File: src/rtl/core/ssbw_pkg.sv
// shared types and constants of the subset-sum window check
package ssbw_pkg;

  localparam int SIZE_W  = 10;
  localparam int TOTAL_W = 11;
  localparam int COUNT_W = 10;
  localparam int CFG_IDX_W = 2;

  localparam logic [TOTAL_W-1:0] TOTAL_SAT = 11'd2047;
  localparam logic [COUNT_W-1:0] COUNT_SAT = 10'd1023;

  // configuration register indexes
  localparam logic [CFG_IDX_W-1:0] CFG_TOTAL_COUNT = 2'd0;
  localparam logic [CFG_IDX_W-1:0] CFG_BUDGET      = 2'd1;

  localparam logic [COUNT_W-1:0] TOTAL_COUNT_RST = 10'd1023;
  localparam logic [COUNT_W-1:0] BUDGET_RST      = 10'd0;

  typedef struct packed {
    logic [SIZE_W-1:0] item_size;
    logic              start_new;
  } ssbw_in_t;

  typedef struct packed {
    logic               window_hit;
    logic [COUNT_W-1:0] best_count;
    logic [TOTAL_W-1:0] running_total;
  } ssbw_out_t;

endpackage

File: src/rtl/core/subset_sum_bitset_window_check_unit.sv
// top level: sequencer, counters and output register of the subset-sum window check
//
//  channel | direction | handshake        | payload
//  in_     | input     | in_valid/in_stall | ssbw_in_t  (item_size, start_new)
//  out_    | output    | out_valid/out_stall | ssbw_out_t (window_hit, best_count, running_total)
//  cfg_    | input     | cfg_valid/cfg_ready | cfg_index, cfg_data (total_count, budget)
//
// the bitset store holds NWORDS = (MAX_TOTAL + WORD_BITS) / WORD_BITS words; after
// acceptance the states S_DIV1, S_DIV2 and S_DIV3 split the size into word and
// bit offsets, then the word unit walks the bitset store top down, one word per
// cycle, after the first walk steps fill the registered read ports
// reset gives an empty bitset (only sum zero) without a clearing pass
// in_stall is high while an item is in work; a stalled result holds the block
// in its last step until the output register frees up
module subset_sum_bitset_window_check_unit
  import ssbw_pkg::*;
#(
  parameter int MAX_TOTAL = 1023,
  parameter int WORD_BITS = 64
) (
  input  logic                 clk,
  input  logic                 rst_n,
  input  logic                 in_valid,
  output logic                 in_stall,
  input  ssbw_in_t             in_data,
  output logic                 out_valid,
  input  logic                 out_stall,
  output ssbw_out_t            out_data,
  input  logic                 cfg_valid,
  output logic                 cfg_ready,
  input  logic [CFG_IDX_W-1:0] cfg_index,
  input  logic [COUNT_W-1:0]   cfg_data
);

  localparam int NW     = (MAX_TOTAL + WORD_BITS) / WORD_BITS;
  localparam int AW     = NW > 1 ? $clog2(NW) : 1;
  localparam int PART_W = $clog2(WORD_BITS);
  localparam int J_W    = $clog2(NW + 2);
  localparam int IW     = $clog2(NW + 1024) + 2;
  localparam int VW     = $clog2(NW * WORD_BITS + 4096) + 2;
  localparam int K      = 20;
  localparam int RECIP  = (1 << K) / WORD_BITS;
  localparam int PROD_W = SIZE_W + K;

  localparam logic [J_W-1:0] J_TWO  = J_W'(2);
  localparam logic [J_W-1:0] J_NW   = J_W'(NW);
  localparam logic [J_W-1:0] J_LAST = J_W'(NW + 1);
  localparam logic signed [VW-1:0] BASE_TOP = VW'((NW - 1) * WORD_BITS);
  localparam logic signed [VW-1:0] WB_S     = VW'(WORD_BITS);
  localparam logic [WORD_BITS-1:0] WORD_ONE = WORD_BITS'(1);

  localparam logic [2:0] S_IDLE = 3'd0;
  localparam logic [2:0] S_DIV1 = 3'd1;
  localparam logic [2:0] S_DIV2 = 3'd2;
  localparam logic [2:0] S_DIV3 = 3'd3;
  localparam logic [2:0] S_WALK = 3'd4;
  localparam logic [2:0] S_DONE = 3'd5;

  // control state
  logic [2:0]         state_r, state_nxt;
  logic               empty_r, empty_nxt;
  logic [TOTAL_W-1:0] total_r, total_nxt;
  logic [COUNT_W-1:0] best_r, best_nxt;
  logic [COUNT_W-1:0] items_r, items_nxt;
  logic [COUNT_W-1:0] n_r, n_nxt;
  logic [COUNT_W-1:0] k_r, k_nxt;
  logic               out_valid_r, out_valid_nxt;

  // item payload and walk registers
  logic [SIZE_W-1:0]      size_r, size_nxt;
  logic                   fresh_r, fresh_nxt;
  logic [PROD_W-1:0]      prod_r, prod_nxt;
  logic [SIZE_W-1:0]      whole_r, whole_nxt;
  logic [PART_W:0]        rem_r, rem_nxt;
  logic signed [VW-1:0]   lo_r, lo_nxt;
  logic signed [VW-1:0]   hi_r, hi_nxt;
  logic [J_W-1:0]         j_r, j_nxt;
  logic signed [VW-1:0]   base_r, base_nxt;
  logic                   hit_r, hit_nxt;
  logic [WORD_BITS-1:0]   pa_r, pa_nxt;
  logic                   va_r, a0_r, vb_r, b0_r;
  ssbw_out_t              out_data_r, out_data_nxt;

  logic                   in_acc;
  logic [TOTAL_W:0]       sum_ext;
  logic [TOTAL_W-1:0]     base_total;
  logic [COUNT_W-1:0]     base_items;
  logic [SIZE_W-1:0]      q0;
  logic [TOTAL_W-1:0]     hi_tmp;
  logic signed [IW-1:0]   a_sig, b_sig, w_sig;
  logic                   rd_va, rd_vb;
  logic [WORD_BITS-1:0]   mem_qa, mem_qb, eff_a, eff_b;
  logic                   mem_we;
  logic [AW-1:0]          mem_waddr;
  logic [WORD_BITS-1:0]   new_word;
  logic                   word_hit;
  logic signed [VW-1:0]   lo_off, hi_off;

  assign in_acc    = in_valid && !in_stall;
  assign in_stall  = state_r != S_IDLE;
  assign cfg_ready = 1'b1;
  assign out_valid = out_valid_r;
  assign out_data  = out_data_r;

  // read schedule: port a walks the source words, port b the destination words
  always_comb begin
    a_sig  = IW'(NW - 1) - IW'(whole_r) - IW'(j_r);
    b_sig  = IW'(NW) - IW'(j_r);
    w_sig  = IW'(NW + 1) - IW'(j_r);
    rd_va  = (j_r <= J_NW) && !a_sig[IW-1];
    rd_vb  = (j_r != '0) && (j_r <= J_NW);
    mem_we    = (state_r == S_WALK) && (j_r >= J_TWO);
    mem_waddr = w_sig[AW-1:0];
    // a fresh start reads as the cleared bitset
    eff_a = !va_r ? '0 : (fresh_r ? (a0_r ? WORD_ONE : '0) : mem_qa);
    eff_b = !vb_r ? '0 : (fresh_r ? (b0_r ? WORD_ONE : '0) : mem_qb);
    lo_off = lo_r - base_r;
    hi_off = hi_r - base_r;
  end

  ssbw_bitset_mem #(
    .WORD_BITS(WORD_BITS),
    .DEPTH    (NW)
  ) u_mem (
    .clk      (clk),
    .wr_en    (mem_we),
    .wr_addr  (mem_waddr),
    .wr_data  (new_word),
    .rd_addr_a(a_sig[AW-1:0]),
    .rd_addr_b(b_sig[AW-1:0]),
    .rd_data_a(mem_qa),
    .rd_data_b(mem_qb)
  );

  ssbw_word_unit #(
    .WORD_BITS(WORD_BITS),
    .MAX_TOTAL(MAX_TOTAL),
    .VW       (VW)
  ) u_word (
    .src_hi  (pa_r),
    .src_lo  (eff_a),
    .own     (eff_b),
    .part    (rem_r[PART_W-1:0]),
    .is_top  (j_r == J_TWO),
    .lo_off  (lo_off),
    .hi_off  (hi_off),
    .new_word(new_word),
    .word_hit(word_hit)
  );

  always_comb begin
    state_nxt     = state_r;
    empty_nxt     = empty_r;
    total_nxt     = total_r;
    best_nxt      = best_r;
    items_nxt     = items_r;
    n_nxt         = n_r;
    k_nxt         = k_r;
    out_valid_nxt = out_valid_r && out_stall;
    size_nxt      = size_r;
    fresh_nxt     = fresh_r;
    prod_nxt      = prod_r;
    whole_nxt     = whole_r;
    rem_nxt       = rem_r;
    lo_nxt        = lo_r;
    hi_nxt        = hi_r;
    j_nxt         = j_r;
    base_nxt      = base_r;
    hit_nxt       = hit_r;
    pa_nxt        = pa_r;
    out_data_nxt  = out_data_r;
    q0            = '0;
    hi_tmp        = '0;

    base_total = in_data.start_new ? '0 : total_r;
    base_items = in_data.start_new ? '0 : items_r;
    sum_ext    = {1'b0, base_total} + (TOTAL_W + 1)'(in_data.item_size);

    if (cfg_valid && cfg_ready) begin
      case (cfg_index)
        CFG_TOTAL_COUNT: n_nxt = cfg_data;
        CFG_BUDGET:      k_nxt = cfg_data;
        default:         ;
      endcase
    end

    case (state_r)
      S_IDLE: begin
        if (in_acc) begin
          size_nxt  = in_data.item_size;
          fresh_nxt = in_data.start_new || empty_r;
          empty_nxt = 1'b0;
          total_nxt = sum_ext > {1'b0, TOTAL_SAT} ? TOTAL_SAT : sum_ext[TOTAL_W-1:0];
          items_nxt = base_items < COUNT_SAT ? base_items + 1'b1 : base_items;
          if (in_data.start_new) begin
            best_nxt = '0;
          end
          state_nxt = S_DIV1;
        end
      end
      S_DIV1: begin
        prod_nxt  = PROD_W'(size_r) * PROD_W'(RECIP);
        state_nxt = S_DIV2;
      end
      S_DIV2: begin
        // reciprocal estimate is exact or one short
        q0        = prod_r[PROD_W-1:K];
        whole_nxt = q0;
        rem_nxt   = (PART_W + 1)'(32'(size_r) - 32'(q0) * WORD_BITS);
        lo_nxt    = VW'(total_r) + VW'(k_r) - VW'(n_r);
        hi_tmp    = total_r;
        if ({1'b0, k_r} < hi_tmp) begin
          hi_tmp = {1'b0, k_r};
        end
        if ({1'b0, n_r} < hi_tmp) begin
          hi_tmp = {1'b0, n_r};
        end
        hi_nxt    = VW'(hi_tmp);
        state_nxt = S_DIV3;
      end
      S_DIV3: begin
        if (rem_r >= (PART_W + 1)'(WORD_BITS)) begin
          whole_nxt = whole_r + 1'b1;
          rem_nxt   = rem_r - (PART_W + 1)'(WORD_BITS);
        end
        j_nxt     = '0;
        base_nxt  = BASE_TOP;
        hit_nxt   = 1'b0;
        state_nxt = S_WALK;
      end
      S_WALK: begin
        pa_nxt = eff_a;
        if (j_r >= J_TWO) begin
          hit_nxt  = hit_r | word_hit;
          base_nxt = base_r - WB_S;
        end
        if (j_r == J_LAST) begin
          state_nxt = S_DONE;
        end else begin
          j_nxt = j_r + 1'b1;
        end
      end
      S_DONE: begin
        if (!out_valid_r || !out_stall) begin
          out_valid_nxt              = 1'b1;
          out_data_nxt.window_hit    = hit_r;
          out_data_nxt.best_count    = hit_r ? items_r : best_r;
          out_data_nxt.running_total = total_r;
          if (hit_r) begin
            best_nxt = items_r;
          end
          state_nxt = S_IDLE;
        end
      end
      default: begin
        state_nxt = S_IDLE;
      end
    endcase
  end

  always_ff @(posedge clk) begin
    if (!rst_n) begin
      state_r     <= S_IDLE;
      empty_r     <= 1'b1;
      total_r     <= '0;
      best_r      <= '0;
      items_r     <= '0;
      n_r         <= TOTAL_COUNT_RST;
      k_r         <= BUDGET_RST;
      out_valid_r <= 1'b0;
    end else begin
      state_r     <= state_nxt;
      empty_r     <= empty_nxt;
      total_r     <= total_nxt;
      best_r      <= best_nxt;
      items_r     <= items_nxt;
      n_r         <= n_nxt;
      k_r         <= k_nxt;
      out_valid_r <= out_valid_nxt;
    end
  end

  always_ff @(posedge clk) begin
    size_r     <= size_nxt;
    fresh_r    <= fresh_nxt;
    prod_r     <= prod_nxt;
    whole_r    <= whole_nxt;
    rem_r      <= rem_nxt;
    lo_r       <= lo_nxt;
    hi_r       <= hi_nxt;
    j_r        <= j_nxt;
    base_r     <= base_nxt;
    hit_r      <= hit_nxt;
    pa_r       <= pa_nxt;
    out_data_r <= out_data_nxt;
    // flags travel alongside the registered read data
    va_r       <= rd_va;
    a0_r       <= a_sig == '0;
    vb_r       <= rd_vb;
    b0_r       <= b_sig == '0;
  end

endmodule

File: src/rtl/core/ssbw_bitset_mem.sv
// bitset word store, one write port and two registered read ports
module ssbw_bitset_mem #(
  parameter int WORD_BITS = 64,
  parameter int DEPTH     = 16
) (
  input  logic                                   clk,
  input  logic                                   wr_en,
  input  logic [(DEPTH > 1 ? $clog2(DEPTH) : 1)-1:0] wr_addr,
  input  logic [WORD_BITS-1:0]                   wr_data,
  input  logic [(DEPTH > 1 ? $clog2(DEPTH) : 1)-1:0] rd_addr_a,
  input  logic [(DEPTH > 1 ? $clog2(DEPTH) : 1)-1:0] rd_addr_b,
  output logic [WORD_BITS-1:0]                   rd_data_a,
  output logic [WORD_BITS-1:0]                   rd_data_b
);

  logic [WORD_BITS-1:0] mem [DEPTH];

  always_ff @(posedge clk) begin
    if (wr_en) begin
      mem[wr_addr] <= wr_data;
    end
  end

  always_ff @(posedge clk) begin
    rd_data_a <= mem[rd_addr_a];
    rd_data_b <= mem[rd_addr_b];
  end

endmodule

File: src/rtl/core/ssbw_word_unit.sv
// shared word unit: shift-or of one bitset word and window test on the result
module ssbw_word_unit #(
  parameter int WORD_BITS = 64,
  parameter int MAX_TOTAL = 1023,
  parameter int VW        = 18
) (
  input  logic [WORD_BITS-1:0]                 src_hi,
  input  logic [WORD_BITS-1:0]                 src_lo,
  input  logic [WORD_BITS-1:0]                 own,
  input  logic [$clog2(WORD_BITS)-1:0]         part,
  input  logic                                 is_top,
  input  logic signed [VW-1:0]                 lo_off,
  input  logic signed [VW-1:0]                 hi_off,
  output logic [WORD_BITS-1:0]                 new_word,
  output logic                                 word_hit
);

  localparam int PART_W   = $clog2(WORD_BITS);
  localparam int TOP_BITS = MAX_TOTAL % WORD_BITS + 1;
  localparam logic [WORD_BITS-1:0] ONES     = {WORD_BITS{1'b1}};
  localparam logic [WORD_BITS-1:0] TOP_MASK = ONES >> (WORD_BITS - TOP_BITS);
  localparam logic signed [VW-1:0] WB_S     = VW'(WORD_BITS);
  localparam logic signed [VW-1:0] WB_M1_S  = VW'(WORD_BITS - 1);

  logic [2*WORD_BITS-1:0] cat;
  logic [WORD_BITS-1:0]   merged;
  logic [WORD_BITS-1:0]   up_mask;
  logic [WORD_BITS-1:0]   dn_mask;
  logic signed [VW-1:0]   up_amt;

  always_comb begin
    // upper half of the pair shifted left gives src<<part | lower>>(W-part)
    cat      = {src_hi, src_lo} << part;
    merged   = own | cat[2*WORD_BITS-1:WORD_BITS];
    new_word = is_top ? (merged & TOP_MASK) : merged;

    up_amt = WB_M1_S - hi_off;
    if (hi_off < 0) begin
      up_mask = '0;
    end else if (hi_off >= WB_M1_S) begin
      up_mask = ONES;
    end else begin
      up_mask = ONES >> up_amt[PART_W-1:0];
    end

    if (lo_off <= 0) begin
      dn_mask = ONES;
    end else if (lo_off >= WB_S) begin
      dn_mask = '0;
    end else begin
      dn_mask = ONES << lo_off[PART_W-1:0];
    end

    word_hit = |(new_word & up_mask & dn_mask);
  end

endmodule
File: config.mk
export PLATFORM = sky130hd
export DESIGN_NAME = subset_sum_bitset_window_check_unit
export DESIGN_NICKNAME = d
export VERILOG_FILES = /design/src/rtl/core/ssbw_pkg.sv /design/src/rtl/core/subset_sum_bitset_window_check_unit.sv /design/src/rtl/core/ssbw_bitset_mem.sv /design/src/rtl/core/ssbw_word_unit.sv
export SDC_FILE = /design/constraint.sdc
export NUM_CORES = 2
export LEC_CHECK = 0
export BUFFER_PORTS_ARGS = -buffer_cell sky130_fd_sc_hd__buf_2
export CAP_MARGIN = 15
export CORE_UTILIZATION = 35
export CTS_CLUSTER_SIZE = 25
export DETAILED_ROUTE_END_ITERATION = 8
export PLACE_DENSITY = 0.53
export SYNTH_ARGS = -nofsm -noshare
export SYNTH_HDL_FRONTEND = slang
export SYNTH_SLANG_ARGS = --single-unit
File: constraint.sdc
create_clock -name clk -period 5.4 [get_ports clk]
set_input_delay 0.54 -clock clk [delete_from_list [all_inputs] [get_ports clk]]
set_output_delay 0.54 -clock clk [all_outputs]
set_load 0.01 [all_outputs]
==> impl_metrics.tcl <==
set metrics [dict create \
    core_region_area_mm2 0.203 \
    criticalPathCategory "reg2reg" \
    drtIter0Drc 6499 \
    grt_max_degree 109 \
    yosysWarnings 0 \
    wl_per_cell_um 36.6 \
    status "completed" \
    nets 4776 \
    endpoint_kind "flop" \
    crit_fanout 29 \
    hold_viol_final 0 \
    die-area_mm2 0.207 \
    synth_area_leaders "edfxtp_1 (49%), mux4_2 (23%), dfxtp_1 (5.3%)" \
    cts_resized 0 \
    finalSetupTns_ps 0 \
    synthTopCellsByCount "edfxtp_1 (1,181), mux4_2 (747), nand2_1 (270)" \
    yosysTopAreaCell "edfxtp_1" \
    setup_ws_ps 226 \
    vias_per_cell 6.37 \
    syn_inst 4554 \
    design_area_mm2 0.0813 \
    antenna_found_initial 20 \
    io_pins 53 \
    grtUsageTotal_pct 26.2 \
    die_h_um 455 \
    start_kind "flop" \
    cp.required_ps 5930 \
    fp.dieW_um 455 \
    drc 0 \
    cts_root_buffer "clkbuf_16" \
    placed_area_mm2 0.0763 \
    p_per_area_mw_per_mm2 362 \
    clkLatencyLatePin_ps 830 \
    drt_first_pass_iters 7 \
    p_clk_share_pct 34.3 \
    syn_area_mm2 0.0717 \
    synth_top_area_share_pct 49.5 \
    fin_worst_skew_ps 43.0 \
    syn2layout_area_growth_pct 13.5 \
    dp_hpwl_mm 182 \
    drv_slew 0 \
    setup_viol 0 \
    htreeDepth 4 \
    arrival_ps 5710 \
    ant_nets 0 \
    clk_pin_slew_ps 70 \
    cts_buffers 147 \
    clk_path_buf_depth 3 \
    portBuffers 51 \
    grt_pass1_wl_mm 380 \
    pre_cts_ws_ps 564 \
    p_switching_w 0.00907 \
    p_int_w 0.0204 \
    yosys_register_bits 1369 \
    swShare_pct 30.8 \
    grt_pass1_vias 47320 \
    period_needed_ps 5170 \
    async_flop_share_pct 0 \
    synth-seq-area-share_pct 54.7 \
    vias 47565 \
    hold_class "in2reg" \
    post-route-period-util_pct 95.8 \
    ir_drop_mv 0.329 \
    gr-total-overflow 0 \
    maxCapViolations 0 \
    cts_tree "done" \
    synth_edf_count 1181 \
    synth_cell_types 90 \
    fmax_mhz 193 \
    tightest_slew_ps 1210 \
    initial_core_util_pct 35.4 \
    wl_mm 273 \
    synth.most_common_cell "edfxtp_1" \
    fillers 18440 \
    seq_power_share_pct 44.4 \
    syn_avg_cell_area_um2 15.7 \
    max_slew_margin_pct 19.0 \
    gp_congestion 1.08 \
    cts_num_sinks 1369 \
    rows 165 \
    rsz0062_at_grt "false" \
    drive_gt1_share_pct 29.1 \
    combinationalPowerShare_pct 21.3 \
    leakagePower_nw 27.0 \
    synth_ff_type "edfxtp_1" \
    whs_ps 93.3 \
    synth.net_count 4668 \
    cts_setup_buffers 0 \
]
timing repair:
action / CTS / global route
hold buffers: 20 / 0
endpoints found under the hold margin: 30 / 0
setup endpoints to repair: 0 / 0
metrics by stage:
step / std cells / utilization, % / total power, W
final: 7462 / 40.1 / 0.0294
after global placement: 7164 / 37.6 / 0.0194
after detailed placement: 7164 / 37.6 / 0.0193
after CTS: 7456 / 40.1 / 0.0295
after global routing: 7457 / 40.1 / 0.0302
after floorplan: 4554 / - / 0.0163
sequential cells by signal (all words and copies together), names as in the netlist, 11 cells and up:
| name | flops |
|---|---|
| hi_r | 11 |
| lo_r | 13 |
| out_data | 22 |
| pa_r | 64 |
| total_r | 11 |
| u_mem.mem | 1024 |
| u_mem.rd_data_a | 64 |
| u_mem.rd_data_b | 64 |
final timing paths:
kind / start / endpoint / slack [ps] / cells after the start
worst max-delay path: rem_r[0] / hit_r / 230 / 12
worst min-delay path: cfg_index[1] / n_r[0] / 90 / 4
worst max register to register: rem_r[0] / hit_r / 230 / 12
worst min register to register: size_r[7] / prod_r[21] / 420 / 0
cell families after synthesis:
group,share of synthesized area (%)
adders and majority gates,1.63
muxes,27.8
other,0.0105
DFF,54.7
and+or+nand+nor,5.44
AOI/OAI and AO/OA,7.10
buffers and inverters,2.66
xor gates and xnor gates,0.660
metal layers:
metal	wire (µm)	vias to the layer above	share of wire [%]	track usage [%]
li1	-	19012	-	-
met1	114000	25211	42	36.8
met2	124000	2848	45	40.1
met3	23900	492	8.8	5.37
met4	10700	2	3.9	9.64
met5	13	-	0.0048	0
critical path: stages (launching register included):
cell and delay, ps:
edfxtp_1 980, buf_12 310, mux2i_1 440, o22ai_1 140, a221o_1 300, a21oi_1 560
mux2_1 260, a21oi_1 260, a22o_1 280, or3_1 310, nor4_1 650, a41o_1 270
a31oi_1 90
layout make-up:
| type | count | area [µm²] | area share (%) |
|---|---|---|---|
| timing repair buffer | 311 | 2820 | 3.47 |
| inverter | 101 | 380 | 0.468 |
| multi-input combinational | 2732 | 30700 | 37.8 |
| tap | 2672 | 3340 | 4.11 |
| clock buffer | 199 | 4130 | 5.08 |
| sequential | 1369 | 39200 | 48.2 |
| clock inverter | 73 | 689 | 0.848 |
| antenna | 5 | 12.5 | 0.0154 |
cell usage in the layout (no fill, tap or decap), types with 45 or more instances in the layout:
| cell | netlist | layout |
|---|---|---|
| buf_4 | 17 | 194 |
| mux2i_1 | 228 | 228 |
| and2_1 | 110 | 94 |
| nand3_1 | 54 | 54 |
| buf_12 | 0 | 45 |
| a22oi_1 | 74 | 74 |
| mux2_2 | 61 | 61 |
| edfxtp_1 | 1181 | 1181 |
| o22ai_1 | 46 | 46 |
| mux4_2 | 747 | 747 |
| nor3_1 | 47 | 46 |
| o21ai_0 | 93 | 88 |
| nand2_1 | 270 | 270 |
| ha_1 | 74 | 72 |
| inv_1 | 95 | 94 |
| nor2_1 | 176 | 174 |
| dfxtp_1 | 188 | 188 |
| buf_2 | 41 | 51 |
| a21oi_1 | 152 | 152 |
| clkbuf_16 | 0 | 152 |
power by group through the flow:
stage          Combinational (W)  Clock, W  Sequential (W)
2_1_floorplan            0.00371         0          0.0126
3_3_place_gp             0.00617         0          0.0133
3_5_place_dp             0.00610         0          0.0132
4_1_cts                  0.00613    0.0103          0.0130
5_1_grt                  0.00646    0.0106          0.0130
6_report                 0.00627    0.0101          0.0131
No activity file was read; power rests on OpenSTA's default activity.
